--- src/rtl/r2i_pkg.sv ---
// Shared types and constants for the RGB to I420 converter.
package r2i_pkg;

    localparam int DEF_MAX_WIDTH  = 4096;
    localparam int DEF_MAX_HEIGHT = 4096;

    localparam int CFG_W     = 13;
    localparam int PADDR_W   = 3;
    localparam int PDATA_W   = 32;
    localparam int COMP_W    = 8;
    localparam int ADDR_W    = 25;
    localparam int PLANE_W   = 2;
    localparam int Q_DEPTH   = 4;

    localparam logic [CFG_W-1:0] WIDTH_RESET  = 13'd640;
    localparam logic [CFG_W-1:0] HEIGHT_RESET = 13'd480;

    // register index codes, taken from paddr[2]
    localparam logic REG_WIDTH  = 1'b0;
    localparam logic REG_HEIGHT = 1'b1;

    localparam logic [PLANE_W-1:0] PLANE_Y = 2'd0;
    localparam logic [PLANE_W-1:0] PLANE_U = 2'd1;
    localparam logic [PLANE_W-1:0] PLANE_V = 2'd2;

    typedef struct packed {
        logic             wr;
        logic [CFG_W-1:0] width;
        logic [CFG_W-1:0] height;
    } cfg_t;

    typedef struct packed {
        logic [COMP_W-1:0] red;
        logic [COMP_W-1:0] green;
        logic [COMP_W-1:0] blue;
        logic              chroma;
        logic [ADDR_W-1:0] luma_addr;
        logic [ADDR_W-1:0] u_addr;
        logic [ADDR_W-1:0] v_addr;
    } entry_t;

    typedef struct packed {
        logic empty;
        logic full;
    } q_stat_t;

endpackage

--- src/rtl/r2i_front.sv ---
// Front end: pixel intake, raster counters and plane address generation.
module r2i_front
    import r2i_pkg::*;
#(
    parameter int MAX_WIDTH  = DEF_MAX_WIDTH,
    parameter int MAX_HEIGHT = DEF_MAX_HEIGHT
)
(
    input  logic              clk,
    input  logic              rst_n,
    input  logic              pix_valid,
    output logic              pix_stall,
    input  logic [COMP_W-1:0] red,
    input  logic [COMP_W-1:0] green,
    input  logic [COMP_W-1:0] blue,
    input  cfg_t              cfg,
    input  q_stat_t           q_stat,
    output logic              push,
    output entry_t            entry
);

    localparam int SIZE_WW = $clog2(MAX_WIDTH + 1);
    localparam int SIZE_HW = $clog2(MAX_HEIGHT + 1);
    localparam int COL_W   = $clog2(MAX_WIDTH);
    localparam int ROW_W   = $clog2(MAX_HEIGHT);
    localparam int LUMA_W  = $clog2(MAX_WIDTH * MAX_HEIGHT);
    localparam int CHR_W   = LUMA_W - 2;
    localparam int AREA_W  = SIZE_WW + SIZE_HW;
    localparam int SUM_W   = AREA_W + 1;
    localparam int EWW     = (SIZE_WW > CFG_W) ? SIZE_WW : CFG_W;
    localparam int EHW     = (SIZE_HW > CFG_W) ? SIZE_HW : CFG_W;
    localparam logic [EWW-1:0] BOUND_W = EWW'(MAX_WIDTH & ~1);
    localparam logic [EHW-1:0] BOUND_H = EHW'(MAX_HEIGHT & ~1);
    localparam logic [1:0] SETTLE = 2'd2;

    logic [EWW-1:0]     raw_w;
    logic [EHW-1:0]     raw_h;
    logic [EWW-1:0]     clamp_w;
    logic [EHW-1:0]     clamp_h;
    logic [SIZE_WW-1:0] eff_w;
    logic [SIZE_HW-1:0] eff_h;

    logic [AREA_W-1:0]  area_reg;
    logic [SUM_W-1:0]   vbase_reg;
    logic [1:0]         settle_reg;
    logic [1:0]         settle_next;

    logic [COL_W-1:0]   col_reg;
    logic [COL_W-1:0]   col_next;
    logic [ROW_W-1:0]   row_reg;
    logic [ROW_W-1:0]   row_next;
    logic [LUMA_W-1:0]  luma_reg;
    logic [LUMA_W-1:0]  luma_next;
    logic [CHR_W-1:0]   chr_reg;
    logic [CHR_W-1:0]   chr_next;

    logic [COL_W:0]     col_inc;
    logic [ROW_W:0]     row_inc;
    logic               row_end;
    logic               frame_end;
    logic               chroma;
    logic               accept;

    // low bit dropped, then clamp to [2, bound]
    assign raw_w   = EWW'({cfg.width[CFG_W-1:1], 1'b0});
    assign raw_h   = EHW'({cfg.height[CFG_W-1:1], 1'b0});
    assign clamp_w = (raw_w < EWW'(2)) ? EWW'(2) : ((raw_w > BOUND_W) ? BOUND_W : raw_w);
    assign clamp_h = (raw_h < EHW'(2)) ? EHW'(2) : ((raw_h > BOUND_H) ? BOUND_H : raw_h);
    assign eff_w   = SIZE_WW'(clamp_w);
    assign eff_h   = SIZE_HW'(clamp_h);

    // hold input while the queue is full, or until the area terms reflect the current sizes
    assign pix_stall = q_stat.full || (settle_reg != 2'd0);
    assign accept    = pix_valid && !pix_stall;
    assign push      = accept;

    assign col_inc   = (COL_W + 1)'(col_reg) + (COL_W + 1)'(1);
    assign row_inc   = (ROW_W + 1)'(row_reg) + (ROW_W + 1)'(1);
    assign row_end   = col_inc >= (COL_W + 1)'(eff_w);
    assign frame_end = row_end && (row_inc >= (ROW_W + 1)'(eff_h));
    assign chroma    = !row_reg[0] && !col_reg[0];

    always_comb
    begin
        settle_next = settle_reg;
        if (cfg.wr)
        begin
            settle_next = SETTLE;
        end
        else if (settle_reg != 2'd0)
        begin
            settle_next = settle_reg - 2'd1;
        end
    end

    always_comb
    begin
        col_next  = col_reg;
        row_next  = row_reg;
        luma_next = luma_reg;
        chr_next  = chr_reg;
        if (accept)
        begin
            luma_next = luma_reg + LUMA_W'(1);
            if (chroma)
            begin
                chr_next = chr_reg + CHR_W'(1);
            end
            if (row_end)
            begin
                col_next = '0;
                if (frame_end)
                begin
                    row_next  = '0;
                    luma_next = '0;
                    chr_next  = '0;
                end
                else
                begin
                    row_next = row_inc[ROW_W-1:0];
                end
            end
            else
            begin
                col_next = col_inc[COL_W-1:0];
            end
        end
    end

    always_ff @(posedge clk or negedge rst_n)
    begin
        if (!rst_n)
        begin
            settle_reg <= SETTLE;
            col_reg    <= '0;
            row_reg    <= '0;
            luma_reg   <= '0;
            chr_reg    <= '0;
        end
        else
        begin
            settle_reg <= settle_next;
            col_reg    <= col_next;
            row_reg    <= row_next;
            luma_reg   <= luma_next;
            chr_reg    <= chr_next;
        end
    end

    always_ff @(posedge clk)
    begin
        area_reg  <= AREA_W'(eff_w) * AREA_W'(eff_h);
        vbase_reg <= SUM_W'(area_reg) + SUM_W'(area_reg >> 2);
    end

    always_comb
    begin
        entry.red       = red;
        entry.green     = green;
        entry.blue      = blue;
        entry.chroma    = chroma;
        entry.luma_addr = ADDR_W'(luma_reg);
        entry.u_addr    = ADDR_W'(SUM_W'(area_reg) + SUM_W'(chr_reg));
        entry.v_addr    = ADDR_W'(vbase_reg + SUM_W'(chr_reg));
    end

endmodule

--- src/rtl/r2i_queue.sv ---
// Short register queue between the front and back ends.
module r2i_queue
    import r2i_pkg::*;
#(
    parameter int DEPTH = Q_DEPTH
)
(
    input  logic    clk,
    input  logic    rst_n,
    input  logic    push,
    input  entry_t  wdata,
    input  logic    pop,
    output entry_t  rdata,
    output q_stat_t stat
);

    localparam int PTR_W = (DEPTH > 1) ? $clog2(DEPTH) : 1;
    localparam int CNT_W = $clog2(DEPTH + 1);

    entry_t             slot_reg [DEPTH];
    logic [PTR_W-1:0]   wr_ptr_reg;
    logic [PTR_W-1:0]   wr_ptr_next;
    logic [PTR_W-1:0]   rd_ptr_reg;
    logic [PTR_W-1:0]   rd_ptr_next;
    logic [CNT_W-1:0]   count_reg;
    logic [CNT_W-1:0]   count_next;

    assign stat.empty = (count_reg == '0);
    assign stat.full  = (count_reg == CNT_W'(DEPTH));
    assign rdata      = slot_reg[rd_ptr_reg];

    always_comb
    begin
        wr_ptr_next = wr_ptr_reg;
        rd_ptr_next = rd_ptr_reg;
        count_next  = count_reg;
        if (push)
        begin
            wr_ptr_next = (wr_ptr_reg == PTR_W'(DEPTH - 1)) ? '0 : wr_ptr_reg + PTR_W'(1);
        end
        if (pop)
        begin
            rd_ptr_next = (rd_ptr_reg == PTR_W'(DEPTH - 1)) ? '0 : rd_ptr_reg + PTR_W'(1);
        end
        if (push && !pop)
        begin
            count_next = count_reg + CNT_W'(1);
        end
        else if (pop && !push)
        begin
            count_next = count_reg - CNT_W'(1);
        end
    end

    always_ff @(posedge clk or negedge rst_n)
    begin
        if (!rst_n)
        begin
            wr_ptr_reg <= '0;
            rd_ptr_reg <= '0;
            count_reg  <= '0;
        end
        else
        begin
            wr_ptr_reg <= wr_ptr_next;
            rd_ptr_reg <= rd_ptr_next;
            count_reg  <= count_next;
        end
    end

    always_ff @(posedge clk)
    begin
        if (push)
        begin
            slot_reg[wr_ptr_reg] <= wdata;
        end
    end

`ifndef SYNTHESIS
    a_no_push_full: assert property (@(posedge clk) disable iff (!rst_n)
        stat.full |-> !push)
        else $error("queue written while full");
    a_no_pop_empty: assert property (@(posedge clk) disable iff (!rst_n)
        stat.empty |-> !pop)
        else $error("queue read while empty");
`endif

endmodule

--- src/rtl/r2i_back.sv ---
// Back end: color conversion and serialization of Y, U and V words.
module r2i_back
    import r2i_pkg::*;
(
    input  logic               clk,
    input  logic               rst_n,
    input  q_stat_t            q_stat,
    input  entry_t             head,
    output logic               pop,
    output logic               res_valid,
    input  logic               res_stall,
    output logic [PLANE_W-1:0] plane,
    output logic [ADDR_W-1:0]  byte_address,
    output logic [COMP_W-1:0]  sample_value,
    output logic               last_of_pixel
);

    localparam int SUM_W = 18;

    logic [1:0]              idx_reg;
    logic [1:0]              idx_next;
    logic                    valid_reg;
    logic                    valid_next;
    logic [PLANE_W-1:0]      plane_reg;
    logic [ADDR_W-1:0]       addr_reg;
    logic [COMP_W-1:0]       value_reg;
    logic                    last_reg;

    logic                    load;
    logic                    take;
    logic                    last_word;
    logic signed [SUM_W-1:0] r_s;
    logic signed [SUM_W-1:0] g_s;
    logic signed [SUM_W-1:0] b_s;
    logic signed [SUM_W-1:0] y_sum;
    logic signed [SUM_W-1:0] u_sum;
    logic signed [SUM_W-1:0] v_sum;
    logic [COMP_W-1:0]       y_byte;
    logic [COMP_W-1:0]       u_byte;
    logic [COMP_W-1:0]       v_byte;
    logic [PLANE_W-1:0]      sel_plane;
    logic [ADDR_W-1:0]       sel_addr;
    logic [COMP_W-1:0]       sel_value;

    assign r_s = $signed(SUM_W'(head.red));
    assign g_s = $signed(SUM_W'(head.green));
    assign b_s = $signed(SUM_W'(head.blue));

    assign y_sum = 18'sd66 * r_s + 18'sd129 * g_s + 18'sd25 * b_s;
    // offset by 128 * 256 so the floor shift becomes a plain bit slice
    assign u_sum = 18'sd112 * b_s - 18'sd38 * r_s - 18'sd74 * g_s + 18'sd32768;
    assign v_sum = 18'sd112 * r_s - 18'sd94 * g_s - 18'sd18 * b_s + 18'sd32768;

    assign y_byte = y_sum[15:8] + COMP_W'(16);
    assign u_byte = u_sum[15:8];
    assign v_byte = v_sum[15:8];

    always_comb
    begin
        case (idx_reg)
            2'd0:
            begin
                sel_plane = PLANE_Y;
                sel_addr  = head.luma_addr;
                sel_value = y_byte;
            end
            2'd1:
            begin
                sel_plane = PLANE_U;
                sel_addr  = head.u_addr;
                sel_value = u_byte;
            end
            default:
            begin
                sel_plane = PLANE_V;
                sel_addr  = head.v_addr;
                sel_value = v_byte;
            end
        endcase
    end

    assign load      = !valid_reg || !res_stall;
    assign take      = load && !q_stat.empty;
    assign last_word = !head.chroma || (idx_reg == 2'd2);
    assign pop       = take && last_word;

    always_comb
    begin
        idx_next   = idx_reg;
        valid_next = valid_reg;
        if (load)
        begin
            valid_next = !q_stat.empty;
        end
        if (take)
        begin
            idx_next = last_word ? 2'd0 : idx_reg + 2'd1;
        end
    end

    always_ff @(posedge clk or negedge rst_n)
    begin
        if (!rst_n)
        begin
            idx_reg   <= 2'd0;
            valid_reg <= 1'b0;
        end
        else
        begin
            idx_reg   <= idx_next;
            valid_reg <= valid_next;
        end
    end

    always_ff @(posedge clk)
    begin
        if (take)
        begin
            plane_reg <= sel_plane;
            addr_reg  <= sel_addr;
            value_reg <= sel_value;
            last_reg  <= last_word;
        end
    end

    assign res_valid     = valid_reg;
    assign plane         = plane_reg;
    assign byte_address  = addr_reg;
    assign sample_value  = value_reg;
    assign last_of_pixel = last_reg;

`ifndef SYNTHESIS
    a_idx_range: assert property (@(posedge clk) disable iff (!rst_n)
        idx_reg != 2'd3)
        else $error("word index out of range");
    a_u_not_last: assert property (@(posedge clk) disable iff (!rst_n)
        (valid_reg && plane_reg != PLANE_V) |-> (last_reg == (plane_reg == PLANE_Y ?
            last_reg : 1'b0)))
        else $error("U word marked last of pixel");
    a_v_is_last: assert property (@(posedge clk) disable iff (!rst_n)
        (valid_reg && plane_reg == PLANE_V) |-> last_reg)
        else $error("V word not marked last of pixel");
`endif

endmodule

--- src/rtl/rgba_to_i420_converter.sv ---
// Top level of the RGB to I420 converter: register port, front, queue and back.
//
//  channel  direction  handshake            payload
//  pixel    in         pix_valid/pix_stall  red, green, blue
//  result   out        res_valid/res_stall  plane, byte_address, sample_value, last_of_pixel
//  config   in         APB psel/penable     paddr, pwdata, prdata (0: width, 4: height)
//
// A pixel on an odd row or odd column yields only a Y word on the result port, a pixel
// at an even row and even column three words (Y, U, V).
// After reset and after every register write, pixel input stalls while the frame
// area and chroma base are recomputed.
// A four-pixel queue lets the pixel side keep accepting, until it fills, while results wait.
module rgba_to_i420_converter
    import r2i_pkg::*;
#(
    parameter int MAX_WIDTH  = DEF_MAX_WIDTH,
    parameter int MAX_HEIGHT = DEF_MAX_HEIGHT
)
(
    input  logic               clk,
    input  logic               rst_n,
    input  logic               pix_valid,
    output logic               pix_stall,
    input  logic [COMP_W-1:0]  red,
    input  logic [COMP_W-1:0]  green,
    input  logic [COMP_W-1:0]  blue,
    output logic               res_valid,
    input  logic               res_stall,
    output logic [PLANE_W-1:0] plane,
    output logic [ADDR_W-1:0]  byte_address,
    output logic [COMP_W-1:0]  sample_value,
    output logic               last_of_pixel,
    input  logic               psel,
    input  logic               penable,
    input  logic               pwrite,
    input  logic [PADDR_W-1:0] paddr,
    input  logic [PDATA_W-1:0] pwdata,
    output logic [PDATA_W-1:0] prdata,
    output logic               pready
);

    logic [CFG_W-1:0] width_reg;
    logic [CFG_W-1:0] height_reg;
    logic             wr_en;
    cfg_t             cfg;
    q_stat_t          q_stat;
    logic             push;
    logic             pop;
    entry_t           wr_entry;
    entry_t           head;

    assign pready = 1'b1;
    assign wr_en  = psel && penable && pwrite && pready;

    always_ff @(posedge clk or negedge rst_n)
    begin
        if (!rst_n)
        begin
            width_reg  <= WIDTH_RESET;
            height_reg <= HEIGHT_RESET;
        end
        else if (wr_en)
        begin
            case (paddr[2])
                REG_WIDTH:  width_reg  <= pwdata[CFG_W-1:0];
                REG_HEIGHT: height_reg <= pwdata[CFG_W-1:0];
                default:    width_reg  <= width_reg;
            endcase
        end
    end

    always_comb
    begin
        case (paddr[2])
            REG_WIDTH:  prdata = PDATA_W'(width_reg);
            REG_HEIGHT: prdata = PDATA_W'(height_reg);
            default:    prdata = '0;
        endcase
    end

    assign cfg.wr     = wr_en;
    assign cfg.width  = width_reg;
    assign cfg.height = height_reg;

    r2i_front #(
        .MAX_WIDTH  (MAX_WIDTH),
        .MAX_HEIGHT (MAX_HEIGHT)
    ) u_front (
        .clk       (clk),
        .rst_n     (rst_n),
        .pix_valid (pix_valid),
        .pix_stall (pix_stall),
        .red       (red),
        .green     (green),
        .blue      (blue),
        .cfg       (cfg),
        .q_stat    (q_stat),
        .push      (push),
        .entry     (wr_entry)
    );

    r2i_queue #(
        .DEPTH (Q_DEPTH)
    ) u_queue (
        .clk   (clk),
        .rst_n (rst_n),
        .push  (push),
        .wdata (wr_entry),
        .pop   (pop),
        .rdata (head),
        .stat  (q_stat)
    );

    r2i_back u_back (
        .clk           (clk),
        .rst_n         (rst_n),
        .q_stat        (q_stat),
        .head          (head),
        .pop           (pop),
        .res_valid     (res_valid),
        .res_stall     (res_stall),
        .plane         (plane),
        .byte_address  (byte_address),
        .sample_value  (sample_value),
        .last_of_pixel (last_of_pixel)
    );

endmodule
--- config.mk ---
export PLATFORM = sky130hd
export DESIGN_NAME = rgba_to_i420_converter
export DESIGN_NICKNAME = d
export VERILOG_FILES = /design/src/rtl/r2i_pkg.sv /design/src/rtl/r2i_front.sv /design/src/rtl/r2i_queue.sv /design/src/rtl/r2i_back.sv /design/src/rtl/rgba_to_i420_converter.sv
export SDC_FILE = /design/constraint.sdc
export NUM_CORES = 1
export LEC_CHECK = 0
export BUFFER_PORTS_ARGS = -buffer_cell sky130_fd_sc_hd__buf_4
export CAP_MARGIN = 20
export CORE_UTILIZATION = 45
export DETAILED_ROUTE_END_ITERATION = 12
export HOLD_SLACK_MARGIN = 0.08
export PLACE_DENSITY = 0.7
export SLEW_MARGIN = 15
export SYNTH_ARGS = -nofsm -noshare
export SYNTH_HDL_FRONTEND = slang
export SYNTH_SLANG_ARGS = --single-unit
--- constraint.sdc ---
create_clock -name clk -period 18.5 [get_ports clk]
set_clock_uncertainty 0.15 [all_clocks]
set_input_delay 1.85 -clock clk [delete_from_list [all_inputs] [get_ports clk]]
set_output_delay 1.85 -clock clk [all_outputs]
set_load 0.05 [all_outputs]
# After elaboration in Yosys (flattened, before gate mapping)
# Memories as Yosys holds them, arrays and structs flattened.
# Index checks and enable logic that the tools add are counted.
# word_totals
ff_bits	195
mem_bits_rw	396
out_inout_bits	71
mem_count	1
# classes
addsub	22
n_mul	10
magnitude_cmp	6
n_eq_ne	5
muxes	24
bitwise	1
n_reduce_logical	29
# mem_list
name	words	word_bits	read_ports	rd_ports_with_merged_regs	wr	line_no	source
u_queue.slot_reg	4	99	1	0	1	r2i_queue.sv:20	entry_t slot_reg [DEPTH];
# ops
operator	n
22-bit two-way mux	3
32-bit case mux with 2 select lines	1
16-bit subtractor	4
13-bit two-way mux	4
25-bit by 22-bit adder with 25-bit output	2
25-bit case mux with 2 select lines	1
24-bit two-way mux	2
6-bit by 8-bit multiplier with 14-bit output (first input constant)	3
16-bit adder	2
16-bit adder (second input constant)	2
12-bit by 1-bit adder with 13-bit output (second input constant)	2
13-bit >= comparator	2
13-bit > comparator (second input constant)	2
13-bit by 2-bit < comparator with 1-bit output (second input constant)	2
13-bit by 13-bit multiplier with 26-bit output	1
5-bit by 8-bit multiplier with 13-bit output (first input constant)	2
25-bit by 24-bit adder with 25-bit output	1
24-bit by 1-bit adder with 24-bit output (second input constant)	1
12-bit two-way mux	2
22-bit by 1-bit adder with 22-bit output (second input constant)	1
3-bit by 8-bit multiplier with 11-bit output (first input constant)	2
8-bit by 8-bit multiplier with 16-bit output (first input constant)	1
8-bit case mux with 2 select lines	1
4-bit by 8-bit multiplier with 12-bit output (first input constant)	1
20 further kinds	52

# Longest topological paths before layout
# logic_depth
depth_word	8
mapped_depth	32

# Hierarchy
# Synthesis repeated with hierarchy kept, for this count alone.
# unflattened
hier_cells	3267
area_unflattened_um2	38658.3
# modules_own_cells
module	instances	cells_each	area_each_um2	seq_area_each_um2
r2i_queue	1	559	14846.7	12186.7
r2i_front	1	1680	13993.4	2783.9
r2i_back	1	935	8459.4	1156.1
rgba_to_i420_converter	1	93	1358.8	658.1

# Least setup slack after synthesis
# Ideal clock, no wire load.
# synth_timing
path_type	flip-flop to flip-flop
from	register u_queue.rd_ptr_reg[0]
to	register u_back.value_reg[6] (netlist: u_back.sample_value[6]), data pin
setup_time_ns	0.261
t_arrival_ns	7.597
required_ns	18.089
path_slack_ns	10.492
stages_incl_launch_ff	30
path_buffers	3
period_less_slack_ns	8.008
path_cell_list	dfrtp_1 buf_1 buf_2 buf_1 mux4_2 ha_1 ha_1 fa_1 ha_1 a21oi_1 o21bai_1 a21oi_1 xnor2_1 ha_1 ha_1 inv_1 fa_1 fa_1 inv_1 ha_1 a21oi_1 nand2_1 a21oi_1 o21ai_2 a21oi_1 xnor2_1 ha_1 xor2_1 xnor2_1 a221o_1
# synth_via
elab_chain_len	6
word_cells_on_any_way	20
classes_between	9 x add/sub; 9 x mul; 1 x mux; 1 x memory
# synth_rtl
item	line_no	source
start: declaration	r2i_queue.sv:23	logic [PTR_W-1:0] rd_ptr_reg;
start signal: assignment	r2i_queue.sv:66	rd_ptr_reg <= rd_ptr_next;
memory 4 x 99 bit (*)	--	
6-bit by 8-bit multiplier with 14-bit output (tied with other cells)	r2i_back.sv:52	assign v_sum = 18'sd112 * r_s - 18'sd94 * g_s - 18'sd18 * b_s + 18'sd32768;
16-bit subtractor (tied with other cells) (2 in a row)	r2i_back.sv:52	
16-bit adder (tied with other cells)	r2i_back.sv:52	
8-bit case mux with 2 select lines (*)	r2i_back.sv:60	case (idx_reg)
net u_back.sel_value[6]	r2i_back.sv:43	logic [COMP_W-1:0] sel_value;
end signal: assignment	r2i_back.sv:121	value_reg <= sel_value;
end: declaration	r2i_back.sv:26	logic [COMP_W-1:0] value_reg;
# Mark *: on every way through the listed nets, which the timed path passes. The rest lies on a longest branch.
# A chain may end at the register's enable or synchronous reset.

# Worst setup path in the final report
# layout_timing
from	register u_queue.rd_ptr_reg[0]
to	register u_back.value_reg[7] (netlist: u_back.sample_value[7]), data pin
# Same word-level chain as after synthesis.

==> run_results.csv <==
group,metric,value,unit
critical_path,crit_path_end,"u_back.sample_value[7]$_DFFE_PP_",
floorplan,die_y,290.5,um
layout,fin_cells,4320,
layout,area_growth,10.75,%
layout,nNetsFinal,3829,
timing,fmax,121.4,MHz
critical_path,crit_start,"u_queue.rd_ptr_reg[0]$_DFFE_PN0P_",
placement,io_buffers,95,
critical_path,path_class,"flip-flop to flip-flop",
critical_path,r2r_setup_slack,10.26,ns
routing,drt_first_iter_violations,1354,
synthesis,synth_cell_types,75,
critical_path,worst_ep_arrival_time,8.49,ns
routing,vias,23200,
synthesis,synth-seq-area-share,44.51,%
cts,clk-insertion-delay-late,0.64,ns
synthesis,synth_area_leaders,"edfxtp_1 (35%), ha_1 (13%), fa_1 (9.8%)",
min_path,holdCritPathClass,"flip-flop to flip-flop",
routing,drc_errors,0,
cts,cts_resized,0,
synthesis,syn_area_per_cell,12.10,sq um
synthesis,ys.flop_type,"edfxtp_1",
timing,slew_viol_final,0,
flow_run,maxCapViolations,0,
floorplan,initial_utilization,45.53,%
layout,largest_register_ffs,396,
timing,setup-violations-final,0,
critical_path,worstPathMaxFanout,32,
routing,drt_pre_antenna_iters,5,
floorplan,die_w,290.5,um
synthesis,yosysMostFrequentCell,"edfxtp_1",
synthesis,synth-xor-area-share,5.113,%
synthesis,synth_top_family_by_area,"adder cells",
global_route,antenna_found_initial,2,
critical_path,cpMaxStageDelayCell,"mux4_2",
cts,hold_buffers,0,
critical_path,cp.required,18.76,ns
critical_path,timing.rr.end,"u_back.sample_value[7]$_DFFE_PP_",
timing,worst_pin_slew,1.044,ns
cts,post-cts-setup-buffers,0,
synthesis,async_flop_share,18.34,%
cts,tritoncts,"built",
floorplan,coreArea,82240,sq um
layout,num-fill-cells,7130,
synthesis,ys_ff_latch,589,
timing,slew_headroom,30.28,%
synthesis,syn-instance-count,3095,
routing,vias_per_cell,5.371,
global_route,track_usage,18.67,%
cts,clk_pin_slew_worst_paths,0.06,ns
routing,routedWlPerCell,18.14,um
cts,cts_buffers,61,
critical_path,reg2reg_depth,26,
global_route,gr-total-overflow,0,
synthesis,synth_common_cells,"edfxtp_1 (432), inv_1 (401), ha_1 (383)",
floorplan,die_area,84360,sq um
placement,placed_cell_area,39310,sq um
synthesis,ys_warn_count,0,
floorplan,rows,105,
synthesis,synth_compound_area_share,7.168,%
synthesis,yosys.area.top_type_share,34.65,%
synthesis,syn_area,37440,sq um
critical_path,r2r_start,"u_queue.rd_ptr_reg[0]$_DFFE_PN0P_",
synthesis,synth.area.mux_share,7.248,%
critical_path,cpPeakStageDelay,0.77,ns
cts,cts_sinks,589,
global_route,grt_pass1_wl,125300,um
layout,diodes,0,
timing,min_period,8.236,ns
critical_path,crit_path_end_kind,"flip-flop",
routing,antenna_left,0,
outcome,status,"finished clean",
synthesis,synthAdderAreaFrac,22.58,%
global_route,grt_max_degree,69,
cts,clockRootBuffer,"clkbuf_16",
placement,post-place-ws,10.21,ns
layout,design_area,41470,sq um
critical_path,startpoint_type,"flip-flop",
placement,gp_congestion,0.8616,
synthesis,synth_area_leader_cell,"edfxtp_1",
placement,place_inst,4204,
layout,drive_above_1_share,11.29,%
routing,drt-total-wl,78380,um
synthesis,synth-edff-count,432,
floorplan,pin_count,137,
timing,setup_ws,10.26,ns
timing,setup_tns,0,ns
global_route,first_global_vias,23550,
critical_path,cp_common_cell,"ha_1",
timing,finalHoldViolations,0,
timing,fin_crit_sh,44.52,%
timing,rsz0062_at_grt,"false",
cts,h-tree-depth,2,
placement,hpwl,56230,um
synthesis,yosys.area_share.simple,8.130,%
cts,cts_max_path_buffers,3,
## per-stage QoR
step                utilization (%)  hold WS [ns]
global route                  50.42        0.2551
detailed placement            47.80        0.2402
floorplan                         -        0.2088
global placement              47.80        0.2364
finish                        50.42        0.2371
CTS                           50.42        0.2459
## worst max-delay path, delay by kind of cell (launching register included)
family                   cells  cell delay [ns]
AND/OR/NAND/NOR              2             0.21
multiplexers                 1             0.77
adder cells (fa/ha/maj)      9             3.23
buffers and inverters        3             0.71
AO/OA/AOI/OAI                8             1.47
flip-flops                   1             0.57
XOR/XNOR                     3             0.86
## placed cells by master, fill, tap and decap left out, types with 39 or more instances in the layout
cell type	Yosys	final
ha_1	383	382
nand3_1	59	59
xor2_1	70	70
edfxtp_1	432	432
nor2b_1	43	43
fa_1	183	183
clkbuf_16	0	62
mux4_2	99	99
o21ai_0	47	47
a21o_1	39	39
inv_1	401	400
nand2_1	229	229
xnor2_1	146	146
nor2_1	188	188
dfrtp_1	101	99
a21oi_1	110	109
dfxtp_1	49	49
buf_4	20	114
## layer usage
metal / track usage (%) / part of all wire [%] / vias up
met3: 2.233 / 4.4 / 97
met2: 31.75 / 49 / 514
met1: 25.42 / 44 / 11570
li1: - / - / 11030
met4: 4.736 / 2.1 / 0
met5: 0 / 0 / -
## final cells by class
type                    instances  area (sq um)  share of cell area [%]
repair buffers                114         855.8                   2.064
multi-input cells            2024         18920                   45.61
well taps                    1070          1339                   3.228
clock inverters                37         504.2                   1.216
flip-flops and latches        589         16670                   40.20
clock buffers                  79          1655                   3.992
inverters                     407          1528                   3.684
## how the worst min path moves through the flow
stage                                     start                      endpoint  slack (ns)  depth (start not counted)
floorplan           u_front.area_reg[2]$_DFF_P_  u_front.vbase_reg[0]$_DFF_P_        0.21                          0
CTS                 u_front.area_reg[2]$_DFF_P_  u_front.vbase_reg[0]$_DFF_P_        0.25                          0
detailed placement  u_front.area_reg[2]$_DFF_P_  u_front.vbase_reg[0]$_DFF_P_        0.24                          0
global placement    u_front.area_reg[2]$_DFF_P_  u_front.vbase_reg[0]$_DFF_P_        0.24                          0
global route        u_front.area_reg[2]$_DFF_P_  u_front.vbase_reg[0]$_DFF_P_        0.26                          0
finish              u_front.area_reg[2]$_DFF_P_  u_front.vbase_reg[0]$_DFF_P_        0.24                          0
## cell families after synthesis
family	after synthesis
AOI/OAI and AO/OA	410
xor gates and xnor gates	217
adders and majority gates	566
buffers and inverters	500
DFF	589
muxes	142
other	2
and+or+nand+nor	669
Power is not shown: default switching activity piles up to over one toggle a cycle in this logic, so the estimate is an artifact.
